[config.mk]
export PLATFORM = sky130hd
export DESIGN_NAME = link_health_backoff_tracker
export DESIGN_NICKNAME = d
export VERILOG_FILES = /design/src/design/lhbt_pkg.sv /design/src/design/link_health_backoff_tracker.sv
export SDC_FILE = /design/constraint.sdc
export NUM_CORES = 1
export LEC_CHECK = 0
export BUFFER_PORTS_ARGS = -buffer_cell sky130_fd_sc_hd__buf_2
export CORE_ASPECT_RATIO = 0.75
export CORE_MARGIN = 10
export CORE_UTILIZATION = 51
export CTS_CLUSTER_DIAMETER = 120
export DETAILED_ROUTE_END_ITERATION = 6
export PLACE_DENSITY = 0.72
export SLEW_MARGIN = 0
export SYNTH_ARGS = -nofsm -noshare
export SYNTH_HDL_FRONTEND = slang
export SYNTH_SLANG_ARGS = --single-unit
[constraint.sdc]
create_clock -name clk -period 10.7 [get_ports clk]
set_clock_uncertainty 0.1 [all_clocks]
set_input_delay 1.605 -clock clk [delete_from_list [all_inputs] [get_ports clk]]
set_output_delay 1.605 -clock clk [all_outputs]
set_load 0.02 [all_outputs]
[src/design/lhbt_pkg.sv]
`timescale 1ns / 1ps
// ----------------------------------------------------------------------------
// lhbt_pkg
// Shared types and constants for the link health and backoff tracker.
// ----------------------------------------------------------------------------
package lhbt_pkg;

  typedef enum logic [1:0] {
    MODE_DISCONNECTED = 2'd0,
    MODE_CONNECTED    = 2'd1,
    MODE_DEGRADED     = 2'd2
  } link_mode_t;

  typedef enum logic [1:0] {
    REQ_QUERY    = 2'd0,
    REQ_START    = 2'd1,
    REQ_COMPLETE = 2'd2,
    REQ_LINK_UP  = 2'd3
  } req_type_t;

  typedef enum logic [1:0] {
    CFG_MAX_INFLIGHT  = 2'd0,
    CFG_MIN_BACKOFF   = 2'd1,
    CFG_MAX_BACKOFF   = 2'd2,
    CFG_DEG_THRESHOLD = 2'd3
  } cfg_index_t;

  localparam logic [15:0] RST_MAX_INFLIGHT  = 16'd100;
  localparam logic [15:0] RST_MIN_BACKOFF   = 16'd100;
  localparam logic [15:0] RST_MAX_BACKOFF   = 16'd30000;
  localparam logic [7:0]  RST_DEG_THRESHOLD = 8'd3;

endpackage

[src/design/link_health_backoff_tracker.sv]
`timescale 1ns / 1ps
// ----------------------------------------------------------------------------
// link_health_backoff_tracker
// Link state, in-flight and error counters with capped exponential backoff.
// ----------------------------------------------------------------------------
// pipeline: input accept into the input reg, then the result reg to result accept
// throughput: one item per cycle unless out_stall holds the result; state update
//   is a single pass of adders, one 17-bit shift with compare and the mode logic
// reset: synchronous active-low rst_n clears both stages, sets link to
//   disconnected, clears the counters and loads the default registers
module link_health_backoff_tracker (
  input  logic        clk,
  input  logic        rst_n,
  // configuration
  input  logic        cfg_we,
  input  logic [1:0]  cfg_addr,
  input  logic [15:0] cfg_wdata,
  // events
  input  logic        in_valid,
  output logic        in_stall,
  input  logic [1:0]  in_req_type,
  input  logic        in_success,
  // results
  output logic        out_valid,
  input  logic        out_stall,
  output logic [1:0]  out_link_state,
  output logic        out_can_accept,
  output logic [15:0] out_backoff_ms,
  output logic [15:0] out_inflight,
  output logic [31:0] out_error_count
);

  // configuration registers
  logic [15:0] max_inflight_r;
  logic [15:0] min_backoff_r;
  logic [15:0] max_backoff_r;
  logic [7:0]  deg_threshold_r;

  // tracker state
  lhbt_pkg::link_mode_t mode_r, mode_nxt;
  logic [15:0] inflight_r, inflight_nxt;
  logic [7:0]  err_run_r, err_run_nxt;
  logic [31:0] err_total_r, err_total_nxt;
  logic [15:0] backoff_r, backoff_nxt;

  // input stage
  logic                  s1_vld_r;
  lhbt_pkg::req_type_t   s1_type_r;
  logic                  s1_success_r;

  // result stage
  logic        out_vld_r;
  logic [1:0]  out_state_r;
  logic        out_accept_r;
  logic [15:0] out_backoff_r;
  logic [15:0] out_inflight_r;
  logic [31:0] out_errors_r;

  logic        out_ready;
  logic        s1_adv;
  logic        in_take;
  logic [16:0] doubled;
  logic        can_accept_nxt;
  logic [15:0] cfg_nz;

  assign out_ready = !out_vld_r || !out_stall;
  assign s1_adv    = s1_vld_r && out_ready;
  assign in_stall  = s1_vld_r && !out_ready;
  assign in_take   = in_valid && !in_stall;

  // a zero write to the 16-bit registers falls back to the reset value
  always_comb begin
    cfg_nz = cfg_wdata;
    case (lhbt_pkg::cfg_index_t'(cfg_addr))
      lhbt_pkg::CFG_MAX_INFLIGHT:
        if (cfg_wdata == 16'd0) cfg_nz = lhbt_pkg::RST_MAX_INFLIGHT;
      lhbt_pkg::CFG_MIN_BACKOFF:
        if (cfg_wdata == 16'd0) cfg_nz = lhbt_pkg::RST_MIN_BACKOFF;
      lhbt_pkg::CFG_MAX_BACKOFF:
        if (cfg_wdata == 16'd0) cfg_nz = lhbt_pkg::RST_MAX_BACKOFF;
      default: cfg_nz = cfg_wdata;
    endcase
  end

  always_comb begin
    mode_nxt      = mode_r;
    inflight_nxt  = inflight_r;
    err_run_nxt   = err_run_r;
    err_total_nxt = err_total_r;
    backoff_nxt   = backoff_r;
    doubled       = {backoff_r, 1'b0};
    case (s1_type_r)
      lhbt_pkg::REQ_START: begin
        if (inflight_r != 16'hFFFF) inflight_nxt = inflight_r + 16'd1;
      end
      lhbt_pkg::REQ_COMPLETE: begin
        if (inflight_r != 16'd0) inflight_nxt = inflight_r - 16'd1;
        if (s1_success_r) begin
          err_run_nxt = 8'd0;
          if (mode_r == lhbt_pkg::MODE_DEGRADED) begin
            mode_nxt    = lhbt_pkg::MODE_CONNECTED;
            backoff_nxt = min_backoff_r;
          end
        end else begin
          if (err_run_r != 8'hFF) err_run_nxt = err_run_r + 8'd1;
          if (err_total_r != 32'hFFFF_FFFF) err_total_nxt = err_total_r + 32'd1;
          // threshold compares against the run after this failure
          if (err_run_nxt >= deg_threshold_r && mode_r == lhbt_pkg::MODE_CONNECTED)
            mode_nxt = lhbt_pkg::MODE_DEGRADED;
          if (doubled > {1'b0, max_backoff_r}) backoff_nxt = max_backoff_r;
          else backoff_nxt = doubled[15:0];
        end
      end
      lhbt_pkg::REQ_LINK_UP: begin
        mode_nxt    = lhbt_pkg::MODE_CONNECTED;
        err_run_nxt = 8'd0;
        backoff_nxt = min_backoff_r;
      end
      default: ;
    endcase
    can_accept_nxt = (inflight_nxt < max_inflight_r) &&
                     (mode_nxt == lhbt_pkg::MODE_CONNECTED ||
                      mode_nxt == lhbt_pkg::MODE_DEGRADED);
  end

  always_ff @(posedge clk) begin
    if (!rst_n) begin
      max_inflight_r  <= lhbt_pkg::RST_MAX_INFLIGHT;
      min_backoff_r   <= lhbt_pkg::RST_MIN_BACKOFF;
      max_backoff_r   <= lhbt_pkg::RST_MAX_BACKOFF;
      deg_threshold_r <= lhbt_pkg::RST_DEG_THRESHOLD;
      mode_r          <= lhbt_pkg::MODE_DISCONNECTED;
      inflight_r      <= 16'd0;
      err_run_r       <= 8'd0;
      err_total_r     <= 32'd0;
      backoff_r       <= lhbt_pkg::RST_MIN_BACKOFF;
      s1_vld_r        <= 1'b0;
      out_vld_r       <= 1'b0;
    end else begin
      if (s1_adv) begin
        mode_r      <= mode_nxt;
        inflight_r  <= inflight_nxt;
        err_run_r   <= err_run_nxt;
        err_total_r <= err_total_nxt;
        backoff_r   <= backoff_nxt;
      end
      if (cfg_we) begin
        case (lhbt_pkg::cfg_index_t'(cfg_addr))
          lhbt_pkg::CFG_MAX_INFLIGHT: max_inflight_r <= cfg_nz;
          lhbt_pkg::CFG_MIN_BACKOFF: begin
            min_backoff_r <= cfg_nz;
            backoff_r     <= cfg_nz;
          end
          lhbt_pkg::CFG_MAX_BACKOFF:   max_backoff_r   <= cfg_nz;
          lhbt_pkg::CFG_DEG_THRESHOLD: deg_threshold_r <= cfg_wdata[7:0];
          default: ;
        endcase
      end
      if (in_take) s1_vld_r <= 1'b1;
      else if (s1_adv) s1_vld_r <= 1'b0;
      if (s1_adv) out_vld_r <= 1'b1;
      else if (!out_stall) out_vld_r <= 1'b0;
    end
  end

  // payload registers
  always_ff @(posedge clk) begin
    if (in_take) begin
      s1_type_r    <= lhbt_pkg::req_type_t'(in_req_type);
      s1_success_r <= in_success;
    end
    if (s1_adv) begin
      out_state_r    <= mode_nxt;
      out_accept_r   <= can_accept_nxt;
      out_backoff_r  <= backoff_nxt;
      out_inflight_r <= inflight_nxt;
      out_errors_r   <= err_total_nxt;
    end
  end

  assign out_valid        = out_vld_r;
  assign out_link_state   = out_state_r;
  assign out_can_accept   = out_accept_r;
  assign out_backoff_ms   = out_backoff_r;
  assign out_inflight     = out_inflight_r;
  assign out_error_count  = out_errors_r;

endmodule

==> summary.txt <==
Yosys
  – Combined area of all synthesized cells: about 0.011 sq mm
  – Dominant cells by area after synthesis: sky130_fd_sc_hd__dfxtp_1 (24%), sky130_fd_sc_hd__edfxtp_1 (19%), sky130_fd_sc_hd__nand2_1 (6.3%)
  – Count of distinct cell types in the synthesized netlist: 79
  – Post-synthesis instance total: ~1300
  – Library cell with the largest summed area after synthesis: sky130_fd_sc_hd__dfxtp_1
  – Post-synth EDFFs: 70
  – Fraction of the yosys area taken by sequential cells: a little over two fifths
  – Main synth FF type: sky130_fd_sc_hd__dfxtp_1
  – Syn_nets: between 1000 and 1500
  – Share of synthesized flip-flops with an asynchronous set or reset: 0%
  – Flops & latches, synth: 202
  – Syn. warnings: 0
  – Area share of the leading cell type in the synthesized netlist: 23.5%
  – Post-Syn Area per Cell: roughly 8.7 sq um

Critical path
  – Crit path DAT: 4.64 ns
  – Critical register-to-register path startpoint: inflight_r[0]
  – Data required, critical path: 11.02 ns
  – Critical path capture point type: flop
  – Register-to-Register Path Depth: 13
  – Critical Path Source Type: primary input
  – Capturing point of the worst reg2reg path: out_can_accept
  – Internal reg-to-reg setup slack: around 6.4 ns
  – Classification of the worst setup path: in2reg
  – Worst-path fanout max: 72

Clock network
  – Clock transition at the register clock pins on the worst setup and hold paths after CTS: 0.06 ns
  – CTS tree: built
  – Hold buffer count at cts: 0
  – Longest Clk Path Bufs: 3
  – Post-CTS setup buffer count: 0
  – Insertion delay of the later-clocked pin in the worst-skew pair: 0.50 ns
  – Clock root buffer: sky130_fd_sc_hd__clkbuf_16
  – Total CTS buffers: 21
  – CTS H-tree lvls: 1
  – Sink count of the clock tree: between 200 and 250
  – Count of instances resized after the clock tree is built: 0

Timing
  – Fin worst setup slack: between 6 and 7 ns
  – Final Setup Violations: 0
  – Post-route clock period utilization: 40.4%
  – Max-slew violation count: 0
  – Setup repair after global routing missed its margin: false
  – Slew margin rel.: between 20 and 30%
  – Time the final worst path needs with I/O delays and setup: 4.32 ns
  – Transition time of the tightest slew-check pin: 1.08 ns
  – Timing-limited maximum frequency: 231 MHz
  – Setup_tns: 0 ns
  – Hold violation total from the final report: 0

Routing
  – Initial DRT Pass Iterations: 5
  – Residual antenna-violating net count after detailed routing: 0
  – Max Used Layer: met5
  – Post-detailed-route DRC marker count: 0
  – Overall via count from detail_route: 10323
  – Routed wl met2: 13500 microns
  – Number of DRC violations after detailed-routing iteration 0: 1165
  – Mean routed wirelength per cell: 20.2 microns
  – Met3 wirelength from detailed routing: ~4000 microns
  – Wire length the detailed router placed on met1: 15400 microns
  – Total wirelength of the detailed-routed design: 33500 microns
  – Via density per instance: 6.23

Place
  – Worst slack, placed: 5.92 ns
  – Number of cells in the design after placement: 1618
  – HPWL Detailed: around 23000 microns
  – Number of buffers inserted by port buffering: 94
  – Final weighted congestion in routability-driven placement: about 0.94

Final layout
  – Area growth from synthesis to layout: 11.4%
  – # fillers: 1937
  – Post-Layout Cell Count: roughly 1700
  – Area used by sequential logic in the layout: 0.00474 sq mm
  – Multi-input combinational cell area: around 0.0060 sq mm
  – Most common cell after layout, fill and taps aside: sky130_fd_sc_hd__nand2_1
  – Layout cell share with drive strength beyond 1: 12.3%
  – Final-stage net count: between 1000 and 1500
  – Fin util: about three fifths
  – Most used cells in the layout excluding fill and tap cells: sky130_fd_sc_hd__nand2_1 (189), sky130_fd_sc_hd__dfxtp_1 (132), sky130_fd_sc_hd__nor2_1 (107), sky130_fd_sc_hd__buf_2 (94), sky130_fd_sc_hd__a21oi_1 (88)

Global route
  – First-pass GRT wire length: approximately 53000 microns
  – Largest net degree at the start of global routing: 73
  – Number of global-route vias before repair: 9396
  – Total routing resource utilization after global routing: a little under a quarter
  – Number of antenna violations at the first check in global routing: 3
  – Overflow left after global routing: 0

Status
  – Run status: finished clean

Worst hold path
  – Destination of the worst hold path: max_inflight_r[4]
  – Type of the most critical hold path: reg2reg
  – Number of cells traversed by the worst hold path: 2
  – Start point of the worst hold path: max_inflight_r[4]

Power and ir drop
  – PwrDens: 140 mW/mm^2
  – Maximum VDD drop: 97.5 uV
  – Leakage power of the design: 4.77 nW

Die
  – Total core area: approximately 0.021 sq mm
  – Height of the chip: 149 microns
  – Starting density of the core: 52.5%
  – Number of rows created at floorplan: 46
  – Horizontal extent of the die: between 150 and 200 microns
  – Die outline area: around 0.028 sq mm
  – Number of top-level pins: 95

Run
  – Number of max-cap violations: 0
==> per-layer routing <==
| metal | GRT usage, % | vias up |
|---|---|---|
| met3 | 6.43 | 61 |
| li1 | - | 4847 |
| met5 | 0 | - |
| met4 | 5.07 | 2 |
| met1 | 34.4 | 4862 |
| met2 | 31.3 | 551 |
==> through the flow <==
stage	total power, mW	cell area, sq um	hold slack [ns]
finish	1.75	12500	0.353
global route	1.81	12500	0.381
CTS	1.75	12500	0.356
detailed placement	1.07	11900	0.348
global placement	1.06	11900	0.344
floorplan	0.994	11200	0.336
==> where the power goes <==
group	leakage (nW)	total [mW]	internal, mW	switching [mW]
clock	0.302	0.694	0.387	0.307
sequential	1.73	0.843	0.822	0.0205
combinational	2.74	0.214	0.0673	0.147
==> worst max path at each step <==
| stage | startpoint | endpoint | slack, ns |
|---|---|---|---|
| final | out_stall | err_total_r[30] | 6.38 |
| after global routing | out_stall | err_total_r[30] | 6.15 |
| after CTS | out_stall | err_total_r[30] | 6.41 |
| after detailed placement | out_stall | err_total_r[30] | 5.92 |
| after global placement | out_stall | err_total_r[30] | 5.95 |
| after floorplan | out_stall | err_total_r[29] | 6.05 |
==> layout make-up <==
class / count / share of cell area, %
inverters: 63 / 1.91
clock inverters: 10 / 0.640
flip-flops and latches: 202 / 37.9
clock buffers: 27 / 4.38
well taps: 288 / 2.88
diodes: 2 / 0.0400
repair buffers: 107 / 4.54
multi-input cells: 958 / 47.7
==> logic make-up after synthesis <==
| family | count (synthesis) | synth area share, % |
|---|---|---|
| AO/OA/AOI/OAI | 321 | 19.0 |
| XOR/XNOR | 67 | 5.23 |
| adder cells (fa/ha/maj) | 45 | 5.01 |
| buffers and inverters | 134 | 4.66 |
| flip-flops | 202 | 42.2 |
| multiplexers | 21 | 1.93 |
| AND/OR/NAND/NOR | 504 | 22.0 |
==> state kept, by name (all words and copies together) (netlist names) <==
signal	count
min_backoff_r	16
deg_threshold_r	8
out_backoff_ms	16
err_run_r	8
out_valid	1
inflight_r	16
err_total_r	32
max_inflight_r	16
s1_success_r	1
s1_type_r	2
out_link_state	2
s1_vld_r	1
out_can_accept	1
out_error_count	32
out_inflight	16
max_backoff_r	16
mode_r	2
backoff_r	16
==> cell usage after synthesis, types with 24 or more instances <==
master                     number
sky130_fd_sc_hd__inv_1         60
sky130_fd_sc_hd__edfxtp_1      70
sky130_fd_sc_hd__nor2_1       107
sky130_fd_sc_hd__clkbuf_1      51
sky130_fd_sc_hd__xnor2_1       37
sky130_fd_sc_hd__ha_1          45
sky130_fd_sc_hd__nand2_1      189
sky130_fd_sc_hd__a21oi_1       88
sky130_fd_sc_hd__dfxtp_1      132
sky130_fd_sc_hd__nor3_1        24
sky130_fd_sc_hd__o21ai_0       56
sky130_fd_sc_hd__nand3_1       49
sky130_fd_sc_hd__xor2_1        30
==> critical path, cell delays in order <==
cell and delay [ns]:
sky130_fd_sc_hd__buf_2 0.11, sky130_fd_sc_hd__a21bo_2 0.20, sky130_fd_sc_hd__buf_4 0.23, sky130_fd_sc_hd__inv_4 0.34, sky130_fd_sc_hd__buf_4 0.74, sky130_fd_sc_hd__nand2_1 0.39, sky130_fd_sc_hd__or4_1 0.50, sky130_fd_sc_hd__or3_1 0.31
sky130_fd_sc_hd__a21oi_1 0.13
No activity file was read; power rests on OpenSTA's default activity.
